[src/rtl/clpe_pkg.sv]
`timescale 1ns / 1ps
`default_nettype none

package clpe_pkg;

  // Commands carried by an input item
  typedef enum logic [1:0] {
    CMD_APPEND = 2'd0,
    CMD_INSERT = 2'd1,
    CMD_DELETE = 2'd2,
    CMD_DUMP   = 2'd3
  } cmd_t;

  // Status codes carried by a result item
  typedef enum logic [1:0] {
    STAT_OK    = 2'd0,
    STAT_EMPTY = 2'd1,
    STAT_RANGE = 2'd2,
    STAT_FULL  = 2'd3
  } status_t;

  // Sequencer states
  typedef enum logic [2:0] {
    ST_IDLE,
    ST_DECODE,
    ST_INS_WALK,
    ST_DEL_WALK,
    ST_LINK_NEW,
    ST_LINK_PREV,
    ST_DUMP,
    ST_RESP
  } state_t;

  localparam int VALUE_W = 32;
  localparam int POS_W   = 6;
  // Walk counters cover every position and the largest pool plus one
  localparam int WALK_W  = 7;
  // Longest dump shown for one item
  localparam int MAX_RESULTS = 32;

endpackage

`default_nettype wire

[src/rtl/circular_list_position_engine.sv]
`timescale 1ns / 1ps
`default_nettype none

// Channel  Handshake              Payload
// in       in_valid / in_ready    command, item_value, list_position
// out      out_valid / out_ready  status, out_value, last_result
//
// An item is taken only while the sequencer is idle; one item is worked at a time.
// Append, insert into an empty list and insert at position one write the new node
// and then link its predecessor; other inserts first make up to position-2 link reads;
// delete makes up to position-1 link reads; dump shows one element per result. One
// link read of the node memory per cycle sets the walk rate. Full, empty and
// position-zero reports skip the walk; a delete past the end reports after its walk.
// Reset (rst, synchronous) empties the list at once; the node memory is not cleared.
// A result not taken holds the sequencer in place until out_ready.

module circular_list_position_engine #(
  parameter int CAPACITY = 32
) (
  input  wire logic                                clk,
  input  wire logic                                rst,
  input  wire logic                                in_valid,
  output logic                                     in_ready,
  input  wire logic [1:0]                          command,
  input  wire logic signed [clpe_pkg::VALUE_W-1:0] item_value,
  input  wire logic [clpe_pkg::POS_W-1:0]          list_position,
  output logic                                     out_valid,
  input  wire logic                                out_ready,
  output logic [1:0]                               status,
  output logic signed [clpe_pkg::VALUE_W-1:0]      out_value,
  output logic                                     last_result
);

  localparam int SW = $clog2(CAPACITY);
  localparam int CW = $clog2(CAPACITY + 1);

  logic [SW-1:0]                rd_addr;
  logic [clpe_pkg::VALUE_W-1:0] val_rdata;
  logic [SW-1:0]                link_rdata;
  logic [SW-1:0]                wr_addr;
  logic                         val_we;
  logic [clpe_pkg::VALUE_W-1:0] wr_val;
  logic                         link_we;
  logic [SW-1:0]                wr_link;

  // Node values and links
  clpe_node_ram #(
    .DEPTH (CAPACITY),
    .AW    (SW)
  ) u_ram (
    .clk        (clk),
    .rd_addr    (rd_addr),
    .val_rdata  (val_rdata),
    .link_rdata (link_rdata),
    .wr_addr    (wr_addr),
    .val_we     (val_we),
    .wr_val     (wr_val),
    .link_we    (link_we),
    .wr_link    (wr_link)
  );

  // List sequencer and output register
  clpe_ctrl #(
    .CAPACITY (CAPACITY),
    .SW       (SW),
    .CW       (CW)
  ) u_ctrl (
    .clk           (clk),
    .rst           (rst),
    .in_valid      (in_valid),
    .in_ready      (in_ready),
    .command       (command),
    .item_value    (item_value),
    .list_position (list_position),
    .out_valid     (out_valid),
    .out_ready     (out_ready),
    .status        (status),
    .out_value     (out_value),
    .last_result   (last_result),
    .rd_addr       (rd_addr),
    .val_rdata     (val_rdata),
    .link_rdata    (link_rdata),
    .wr_addr       (wr_addr),
    .val_we        (val_we),
    .wr_val        (wr_val),
    .link_we       (link_we),
    .wr_link       (wr_link)
  );

endmodule

`default_nettype wire

[src/rtl/clpe_node_ram.sv]
`timescale 1ns / 1ps
`default_nettype none

module clpe_node_ram #(
  parameter int DEPTH = 32,
  parameter int AW    = 5
) (
  input  wire logic                         clk,
  input  wire logic [AW-1:0]                rd_addr,
  output logic      [clpe_pkg::VALUE_W-1:0] val_rdata,
  output logic      [AW-1:0]                link_rdata,
  input  wire logic [AW-1:0]                wr_addr,
  input  wire logic                         val_we,
  input  wire logic [clpe_pkg::VALUE_W-1:0] wr_val,
  input  wire logic                         link_we,
  input  wire logic [AW-1:0]                wr_link
);

  logic [clpe_pkg::VALUE_W-1:0] val_mem [DEPTH];
  logic [AW-1:0]                link_mem [DEPTH];

  // Write node value and link
  always_ff @(posedge clk) begin
    if (val_we) begin
      val_mem[wr_addr] <= wr_val;
    end
    if (link_we) begin
      link_mem[wr_addr] <= wr_link;
    end
  end

  // Registered read
  always_ff @(posedge clk) begin
    val_rdata  <= val_mem[rd_addr];
    link_rdata <= link_mem[rd_addr];
  end

endmodule

`default_nettype wire

[src/rtl/clpe_ctrl.sv]
`timescale 1ns / 1ps
`default_nettype none

module clpe_ctrl #(
  parameter int CAPACITY = 32,
  parameter int SW       = 5,
  parameter int CW       = 6
) (
  input  wire logic                                clk,
  input  wire logic                                rst,
  // input channel
  input  wire logic                                in_valid,
  output logic                                     in_ready,
  input  wire logic [1:0]                          command,
  input  wire logic signed [clpe_pkg::VALUE_W-1:0] item_value,
  input  wire logic [clpe_pkg::POS_W-1:0]          list_position,
  // output channel
  output logic                                     out_valid,
  input  wire logic                                out_ready,
  output logic [1:0]                               status,
  output logic signed [clpe_pkg::VALUE_W-1:0]      out_value,
  output logic                                     last_result,
  // node memory
  output logic [SW-1:0]                            rd_addr,
  input  wire logic [clpe_pkg::VALUE_W-1:0]        val_rdata,
  input  wire logic [SW-1:0]                       link_rdata,
  output logic [SW-1:0]                            wr_addr,
  output logic                                     val_we,
  output logic [clpe_pkg::VALUE_W-1:0]             wr_val,
  output logic                                     link_we,
  output logic [SW-1:0]                            wr_link
);

  localparam int WW = clpe_pkg::WALK_W;

  clpe_pkg::state_t  state, state_next;
  clpe_pkg::cmd_t    cmd_q, cmd_q_next;
  clpe_pkg::status_t resp_status, resp_status_next;

  logic [clpe_pkg::VALUE_W-1:0] value_q, value_q_next;
  logic [clpe_pkg::POS_W-1:0]   pos_q, pos_q_next;
  logic [SW-1:0] cur, cur_next;
  logic [SW-1:0] prev, prev_next;
  logic [SW-1:0] new_slot, new_slot_next;
  logic [SW-1:0] nxt_link, nxt_link_next;
  logic [SW-1:0] link_target, link_target_next;
  logic          upd_head, upd_head_next;
  logic          upd_tail, upd_tail_next;
  logic [SW-1:0] head_slot, head_slot_next;
  logic [SW-1:0] tail_slot, tail_slot_next;
  logic [CW-1:0] elem_count, elem_count_next;
  logic [CAPACITY-1:0] in_use, in_use_next;
  logic [WW-1:0] walk_cnt, walk_cnt_next;
  logic [WW-1:0] dump_total, dump_total_next;
  logic [WW-1:0] dump_idx, dump_idx_next;

  logic [SW-1:0] free_slot;
  logic          out_free;
  logic          emit;
  clpe_pkg::status_t emit_status;
  logic [clpe_pkg::VALUE_W-1:0] emit_value;
  logic          emit_last;
  logic [WW-1:0] pos_w;
  logic [WW-1:0] count_w;
  logic          is_full;
  logic          is_empty;

  // Lowest free pool slot
  always_comb begin
    free_slot = '0;
    for (int k = CAPACITY - 1; k >= 0; k--) begin
      if (!in_use[k]) begin
        free_slot = SW'(k);
      end
    end
  end

  assign out_free = !out_valid || out_ready;
  assign in_ready = (state == clpe_pkg::ST_IDLE);
  assign pos_w    = WW'(pos_q);
  assign count_w  = WW'(elem_count);
  assign is_full  = (elem_count == CW'(CAPACITY));
  assign is_empty = (elem_count == '0);

  // Next state, memory access and result
  always_comb begin
    state_next       = state;
    cmd_q_next       = cmd_q;
    resp_status_next = resp_status;
    value_q_next     = value_q;
    pos_q_next       = pos_q;
    cur_next         = cur;
    prev_next        = prev;
    new_slot_next    = new_slot;
    nxt_link_next    = nxt_link;
    link_target_next = link_target;
    upd_head_next    = upd_head;
    upd_tail_next    = upd_tail;
    head_slot_next   = head_slot;
    tail_slot_next   = tail_slot;
    elem_count_next  = elem_count;
    in_use_next      = in_use;
    walk_cnt_next    = walk_cnt;
    dump_total_next  = dump_total;
    dump_idx_next    = dump_idx;

    rd_addr     = cur;
    wr_addr     = link_target;
    val_we      = 1'b0;
    wr_val      = value_q;
    link_we     = 1'b0;
    wr_link     = new_slot;
    emit        = 1'b0;
    emit_status = clpe_pkg::STAT_OK;
    emit_value  = '0;
    emit_last   = 1'b1;

    case (state)
      clpe_pkg::ST_IDLE: begin
        // Latch the item and start the walk at the head
        if (in_valid) begin
          cmd_q_next    = clpe_pkg::cmd_t'(command);
          value_q_next  = item_value;
          pos_q_next    = list_position;
          cur_next      = head_slot;
          prev_next     = head_slot;
          walk_cnt_next = WW'(1);
          new_slot_next = free_slot;
          state_next    = clpe_pkg::ST_DECODE;
        end
      end

      clpe_pkg::ST_DECODE: begin
        // Head node is being read this cycle
        case (cmd_q)
          clpe_pkg::CMD_APPEND, clpe_pkg::CMD_INSERT: begin
            if (is_full) begin
              resp_status_next = clpe_pkg::STAT_FULL;
              state_next       = clpe_pkg::ST_RESP;
            end else if (is_empty) begin
              nxt_link_next    = new_slot;
              link_target_next = new_slot;
              upd_head_next    = 1'b1;
              upd_tail_next    = 1'b1;
              state_next       = clpe_pkg::ST_LINK_NEW;
            end else if (cmd_q == clpe_pkg::CMD_APPEND) begin
              nxt_link_next    = head_slot;
              link_target_next = tail_slot;
              upd_head_next    = 1'b0;
              upd_tail_next    = 1'b1;
              state_next       = clpe_pkg::ST_LINK_NEW;
            end else if (pos_q == clpe_pkg::POS_W'(1)) begin
              nxt_link_next    = head_slot;
              link_target_next = tail_slot;
              upd_head_next    = 1'b1;
              upd_tail_next    = 1'b0;
              state_next       = clpe_pkg::ST_LINK_NEW;
            end else begin
              state_next = clpe_pkg::ST_INS_WALK;
            end
          end
          clpe_pkg::CMD_DELETE: begin
            if (is_empty) begin
              resp_status_next = clpe_pkg::STAT_EMPTY;
              state_next       = clpe_pkg::ST_RESP;
            end else if (pos_q == '0) begin
              resp_status_next = clpe_pkg::STAT_RANGE;
              state_next       = clpe_pkg::ST_RESP;
            end else begin
              state_next = clpe_pkg::ST_DEL_WALK;
            end
          end
          default: begin
            if (is_empty) begin
              resp_status_next = clpe_pkg::STAT_EMPTY;
              state_next       = clpe_pkg::ST_RESP;
            end else begin
              dump_total_next = (count_w > WW'(clpe_pkg::MAX_RESULTS)) ?
                                WW'(clpe_pkg::MAX_RESULTS) : count_w;
              dump_idx_next   = '0;
              state_next      = clpe_pkg::ST_DUMP;
            end
          end
        endcase
      end

      clpe_pkg::ST_INS_WALK: begin
        // Advance to the node after which the new one goes
        if ((pos_q != '0) && ((walk_cnt + WW'(1)) < pos_w) && (cur != tail_slot)) begin
          cur_next      = link_rdata;
          walk_cnt_next = walk_cnt + WW'(1);
          rd_addr       = link_rdata;
        end else begin
          nxt_link_next    = link_rdata;
          link_target_next = cur;
          upd_head_next    = 1'b0;
          upd_tail_next    = (cur == tail_slot);
          state_next       = clpe_pkg::ST_LINK_NEW;
        end
      end

      clpe_pkg::ST_LINK_NEW: begin
        // Write the new node with its forward link
        val_we     = 1'b1;
        link_we    = 1'b1;
        wr_addr    = new_slot;
        wr_val     = value_q;
        wr_link    = nxt_link;
        state_next = clpe_pkg::ST_LINK_PREV;
      end

      clpe_pkg::ST_LINK_PREV: begin
        // Hook the predecessor to the new node and report
        if (out_free) begin
          link_we               = 1'b1;
          wr_addr               = link_target;
          wr_link               = new_slot;
          in_use_next[new_slot] = 1'b1;
          elem_count_next       = elem_count + CW'(1);
          if (upd_head) begin
            head_slot_next = new_slot;
          end
          if (upd_tail) begin
            tail_slot_next = new_slot;
          end
          emit       = 1'b1;
          state_next = clpe_pkg::ST_IDLE;
        end
      end

      clpe_pkg::ST_DEL_WALK: begin
        if ((walk_cnt < pos_w) && (cur != tail_slot)) begin
          // Advance to the next node
          prev_next     = cur;
          cur_next      = link_rdata;
          walk_cnt_next = walk_cnt + WW'(1);
          rd_addr       = link_rdata;
        end else if (out_free) begin
          emit       = 1'b1;
          state_next = clpe_pkg::ST_IDLE;
          if (pos_q == clpe_pkg::POS_W'(1)) begin
            // Drop the head
            if (cur == tail_slot) begin
              head_slot_next = '0;
              tail_slot_next = '0;
            end else begin
              head_slot_next = link_rdata;
              link_we        = 1'b1;
              wr_addr        = tail_slot;
              wr_link        = link_rdata;
            end
            in_use_next[cur] = 1'b0;
            elem_count_next  = elem_count - CW'(1);
          end else if (walk_cnt < pos_w) begin
            emit_status = clpe_pkg::STAT_RANGE;
          end else begin
            // Unlink the node after its predecessor
            link_we = 1'b1;
            wr_addr = prev;
            wr_link = link_rdata;
            if (cur == tail_slot) begin
              tail_slot_next = prev;
            end
            in_use_next[cur] = 1'b0;
            elem_count_next  = elem_count - CW'(1);
          end
        end
      end

      clpe_pkg::ST_DUMP: begin
        // One element per result, follow the link
        if (out_free) begin
          emit          = 1'b1;
          emit_value    = val_rdata;
          emit_last     = ((dump_idx + WW'(1)) == dump_total);
          cur_next      = link_rdata;
          rd_addr       = link_rdata;
          dump_idx_next = dump_idx + WW'(1);
          if (emit_last) begin
            state_next = clpe_pkg::ST_IDLE;
          end
        end
      end

      clpe_pkg::ST_RESP: begin
        if (out_free) begin
          emit        = 1'b1;
          emit_status = resp_status;
          state_next  = clpe_pkg::ST_IDLE;
        end
      end

      default: begin
        state_next = clpe_pkg::ST_IDLE;
      end
    endcase
  end

  // State and list bookkeeping
  always_ff @(posedge clk) begin
    if (rst) begin
      state      <= clpe_pkg::ST_IDLE;
      head_slot  <= '0;
      tail_slot  <= '0;
      elem_count <= '0;
      in_use     <= '0;
    end else begin
      state      <= state_next;
      head_slot  <= head_slot_next;
      tail_slot  <= tail_slot_next;
      elem_count <= elem_count_next;
      in_use     <= in_use_next;
    end
  end

  // Working registers of the current item
  always_ff @(posedge clk) begin
    cmd_q       <= cmd_q_next;
    resp_status <= resp_status_next;
    value_q     <= value_q_next;
    pos_q       <= pos_q_next;
    cur         <= cur_next;
    prev        <= prev_next;
    new_slot    <= new_slot_next;
    nxt_link    <= nxt_link_next;
    link_target <= link_target_next;
    upd_head    <= upd_head_next;
    upd_tail    <= upd_tail_next;
    walk_cnt    <= walk_cnt_next;
    dump_total  <= dump_total_next;
    dump_idx    <= dump_idx_next;
  end

  // Output register: hold a result until taken
  always_ff @(posedge clk) begin
    if (rst) begin
      out_valid <= 1'b0;
    end else if (emit) begin
      out_valid <= 1'b1;
    end else if (out_ready) begin
      out_valid <= 1'b0;
    end
  end

  always_ff @(posedge clk) begin
    if (emit) begin
      status      <= emit_status;
      out_value   <= emit_value;
      last_result <= emit_last;
    end
  end

endmodule

`default_nettype wire

[config.mk]
export PLATFORM = sky130hd
export DESIGN_NAME = circular_list_position_engine
export DESIGN_NICKNAME = d
export VERILOG_FILES = /design/src/rtl/clpe_pkg.sv /design/src/rtl/circular_list_position_engine.sv /design/src/rtl/clpe_node_ram.sv /design/src/rtl/clpe_ctrl.sv
export SDC_FILE = /design/constraint.sdc
export NUM_CORES = 2
export LEC_CHECK = 0
export BUFFER_PORTS_ARGS = -buffer_cell sky130_fd_sc_hd__buf_4
export CAP_MARGIN = 40
export CORE_ASPECT_RATIO = 1.5
export CORE_MARGIN = 10
export CORE_UTILIZATION = 65
export DETAILED_ROUTE_END_ITERATION = 8
export PLACE_DENSITY_LB_ADDON = 0.08
export SLEW_MARGIN = 30
export SYNTH_ARGS = -nofsm -noshare
export SYNTH_HDL_FRONTEND = slang
export SYNTH_SLANG_ARGS = --single-unit
[constraint.sdc]
create_clock -name clk -period 10.8 [get_ports clk]
set_input_delay 2.16 -clock clk [delete_from_list [all_inputs] [get_ports clk]]
set_output_delay 2.16 -clock clk [all_outputs]
set_load 0.02 [all_outputs]
After elaboration in Yosys (flattened, before gate mapping)
Memory sizes are Yosys's and may differ from the RTL's. A register that Yosys moved wholly into a read port is not among the register bits. Cells that the tools add are included. Widths: inputs -> output; s select.

Flip-flop bits (word level): 177. Word-level logic and storage cells: 283. Bits in writable memories: 1184. Output and inout port bits: 37. Memories kept: 2.

Eq/ne operators: 35. Bitwise logic cells: 5. Multiplexer cells: 161. Add/subtract/negate cells: 4. Reduce and logical (&&, ||, !) cells: 41. Magnitude comparators: 7.

Memory list: u_ram.val_mem (depth 32, width 32, rd ports 1, clocked after memory_dff 1, write ports 1, RTL line clpe_node_ram.sv:19) `logic [clpe_pkg::VALUE_W-1:0] val_mem [DEPTH];`; u_ram.link_mem (depth 32, width 5, rd ports 1, clocked after memory_dff 1, write ports 1, RTL line clpe_node_ram.sv:20) `logic [AW-1:0] link_mem [DEPTH];`.

Operators by type and width (count): $mux 5 (57); $mux 32 (5); $pmux 5 s2 (7); $pmux 32 s2 (1); $mux 3 (16); $mux 7 (6); $and 32x32->32 (1); $mux 4 (8); $not 32->32 (1); $or 32x32->32 (1); $mux 1 (30); $mux 6 (5); $ne 2x1->1 const B (12); $mux 2 (11); $pmux 3 s7 (1); $pmux 7 s3 (1); $pmux 5 s4 (1); $reduce_and 16->1 (1); $reduce_and 4->1 (4); $pmux 5 s3 (1); $reduce_and 5->1 (3); $add 7x1->7 const B (2); $lt 7x6->1 (2); $pmux 7 s2 (1); 43 further kinds (75).

Longest topological paths before layout
Word-level depth: 31. Depth in mapped cells: 17. Gate-level depth less buffers: 13.

Cells and area by module
From an unflattened synthesis, not the netlist that was laid out.

Cells, all modules: 3473. Area, all modules: 55494.5 µm².

Modules (own cells, without submodules): clpe_node_ram (instances 1, cells an instance 2649, area each 46985.1 µm², seq. area each 36294.8 µm²); clpe_ctrl (instances 1, cells an instance 824, area each 8509.4 µm², seq. area each 4764.6 µm²).

Worst setup path after synthesis
No wires, ideal clock.

Kind: input to register. From: in out_ready. To: mem u_ram.val_mem[29][0] in the netlist's numbering (enable). Arrival time: 4.932 ns. Path buffers: 2. Stages: 8. Setup slack: 5.447 ns. Path through: nand2b_1 -> clkbuf_1 -> o21ai_0 -> o2bb2ai_1 -> a21oi_1 -> or3_1 -> clkbuf_1 -> nor2_1.

Longest elaborated chain between the ends: 4.

Ends and longest elaborated chain: from (decl) (RTL line circular_list_position_engine.sv:28) `input wire logic out_ready,`; $logic_or 1x1->1 (RTL line clpe_ctrl.sv:78) `assign out_free = !out_valid || out_ready;`; $mux 5 (RTL line clpe_ctrl.sv:238) `end else if (out_free) begin`; $mux 5 (RTL line clpe_ctrl.sv:232) `if ((walk_cnt < pos_w) && (cur != tail_slot)) begin`; $pmux 5 s2 (RTL line clpe_ctrl.sv:118) `case (state)`; to (decl) (RTL line clpe_node_ram.sv:19).

No other way between the ends.

Worst setup path in the final report
From: in out_ready. To: reg u_ram.val_rdata[20] in the netlist's numbering, read port of u_ram.val_mem.

Longest elaborated chain between the ends: 3.

Ends and longest elaborated chain: $logic_or 1x1->1 (RTL line clpe_ctrl.sv:78); $mux 5; $pmux 5 s3 (RTL line clpe_ctrl.sv:118); to (decl) (RTL line clpe_node_ram.sv:10) `output logic [clpe_pkg::VALUE_W-1:0] val_rdata,`.

No other way between the ends. A chain may end at the register's enable or synchronous reset.

==> results.yml <==
clock_tree:
  clock-root-buffer: "clkbuf_16"
  path_clk_slew_ns: 0.06
  cts.path.max_buffers: 3
  h-tree-depth: 3
  cts_tree: "built"
  cts-resized-gates: 0
  post_cts_buffers: 0
  clk_latency_ns: 0.75
  clock_sinks: 1397
  cts_hold_buf: 0
  cts_buffers: 120
placed_design:
  dp.final_hpwl_um: 79700
  io_buffers: 80
  dp_cells: 4669
  place.gp.congestion: 0.889
synthesis:
  syn-cell-area_um2: 56600
  synth_top_area_share_pct: 69.5
  synth_commonest_cells: "1308 x edfxtp_1, 446 x a21boi_0, 445 x a211oi_1"
  ys_seq_elements: 1397
  synth_top_cell_by_area: "edfxtp_1"
  synth_flop_cell: "edfxtp_1"
  synth.most_common_cell: "edfxtp_1"
  yosys-top-cells-area: "edfxtp_1 69%, a21boi_0 5.9%, a211oi_1 5.9%, dfxtp_1 3.2%, mux2i_1 2.9%"
  syn_area_per_cell_um2: 15.6
  async_reset_ff_share_pct: 0
  ys_seq_area_share_pct: 72.6
  post_synth_num_cell_types: 76
  yosysWarnings: 0
  netlist_instances: 3635
  synth_edf_count: 1308
  syn_nets: 3696
sta:
  max_freq_ghz: 0.136
  slew_violations: 0
  tightest_slew_ns: 1.07
  tns_ns: 0
  hold_slack_ns: 0.495
  period_needed_ns: 7.36
  slew_headroom_pct: 28.6
  rsz0062_at_grt: "no"
  min_period_over_period_pct: 68.2
  setup_violations: 0
  skew_ns: 0.0273
  hold_viol: 0
status:
  status: "finished clean"
power_and_ir_drop:
  powerDensity_nw_per_um2: 241
  ir_drop_mv: 0.277
  leakage_nw: 19.8
  power_mw: 15.2
floorplan:
  io_pins: 81
  dieArea_um2: 99400
  start_util_pct: 65.5
  die_h_um: 381
  core_area_um2: 86400
  rows: 132
  fp.dieW_um: 261
hold_path:
  holdPathStages: 2
  hp-class: "reg2reg"
global_route:
  grt_pass1_vias: 34400
  grt_max_degree: 261
  antenna_found_initial: 1
  grtUsageTotal_pct: 31.3
  grt_overflow: 0
  grt_pass1_wl_um: 228000
detailed_routing:
  drt-total-wl_um: 158000
  via_count: 34900
  vias_per_cell: 7.07
  avgRoutedWirePerCell_um: 32.0
  drt_iter0_drc: 4667
  drc: 0
  firstDrtPassIters: 6
  ant_nets: 0
finish:
  area_delta_synth_final_pct: 11.3
  fin_util_pct: 72.9
  drive_gt1_share_pct: 12.4
  finalNetCount: 3750
  layoutNonFillerInstCount: 4934
  fillers: 5371
worst_setup_path:
  cp.required_ns: 11.47
  path_max_fanout: 133
  start_kind: "primary input"
  crit_type: "in2reg"
  critical_path_arrival_ns: 8.03
  reg2reg_depth: 16
  cp-end-kind: "register"
run:
  cap_violations: 0
-- power by group --
| part | internal, mW | leakage [nW] | total, mW | switching, mW |
|---|---|---|---|---|
| clock network | 2.47 | 1.96 | 4.40 | 1.93 |
| logic | 1.16 | 5.27 | 3.94 | 2.78 |
| registers | 6.58 | 12.5 | 6.86 | 0.279 |
-- critical path, stage by stage --
cell       delay [ns]
buf_4            0.12
nor2b_1          0.34
buf_4            0.25
nor2_4           0.05
buf_4            0.38
o31ai_4          0.37
buf_12           0.43
buf_16           0.43
and2_4           0.74
buf_4            0.70
buf_4            0.75
mux2i_1          0.20
a2111oi_0        0.57
and4_1           0.25
-- per-layer routing --
layer  up-vias  wire, µm  track usage, %
met3       490     13600            5.06
met4         0      8940            17.2
li1      14800         -               -
met1     17500     57100            39.4
met5         -         0               0
met2      2052     78300            51.2
-- cells in the final DEF, fill, tap and decap left out, types with 37 or more instances in the layout --
cell and count:
and2_1 37, and4_1 39, o21ai_0 66, clkbuf_16 121, a2111oi_0 149, buf_4 156, a21oi_1 67, a211oi_1 445
dfxtp_1 89, nor2_4 38, mux2i_1 163, nand2_1 113, nor2_1 100, edfxtp_1 1308, a21boi_0 446
-- final cells by class --
class | count | area [µm²] | share of cell area, %
timing repair buffer | 205 | 1870 | 2.97
sequential | 1397 | 41100 | 65.2
inverter | 27 | 103 | 0.163
clock inverter | 62 | 668 | 1.06
multi-input combinational | 1938 | 14500 | 23.0
clock buffer | 165 | 3360 | 5.34
tap | 1139 | 1430 | 2.26
antenna | 1 | 2.50 | 0.00398
-- cells by family (layout without fill, tap and decap cells) --
logic type | after synthesis | after routing | share of synthesized area, %
buf+inv | 300 | 459 | 2.44
simple gates | 461 | 461 | 4.35
mux | 167 | 167 | 2.96
fa+ha+maj | 17 | 17 | 0.389
flops | 1397 | 1397 | 72.6
xor+xnor | 25 | 25 | 0.387
compound gates | 1268 | 1268 | 16.9
other cells | 0 | 1 | 0
-- through the flow --
stage                     area (µm²)  worst slack, ns
final                          62900             3.44
after global routing           62900             3.13
after CTS                      62500             3.55
after detailed placement       58400             2.82
after global placement         58300             3.04
after floorplan                56600             5.45
-- flip-flops by register name, indices dropped and copies added (netlist names), 6 cells and up --
register / count
u_ram.link_mem: 160
u_ram.val_rdata: 32
u_ctrl.dump_total: 6
u_ctrl.in_use: 32
u_ctrl.dump_idx: 7
u_ctrl.pos_q: 6
u_ctrl.walk_cnt: 7
u_ctrl.wr_val: 32
u_ctrl.out_value: 32
u_ram.val_mem: 1024
u_ctrl.elem_count: 6
-- final timing paths --
path	start	end	slack, ns
max reg2reg	u_ctrl.walk_cnt[0]	u_ram.val_rdata[20]	3.57
max	out_ready	u_ram.val_rdata[20]	3.44
min reg2reg	u_ctrl.in_use[25]	u_ctrl.in_use[25]	0.49
min	u_ctrl.in_use[25]	u_ctrl.in_use[25]	0.49
No activity file was read; power rests on OpenSTA's default activity.
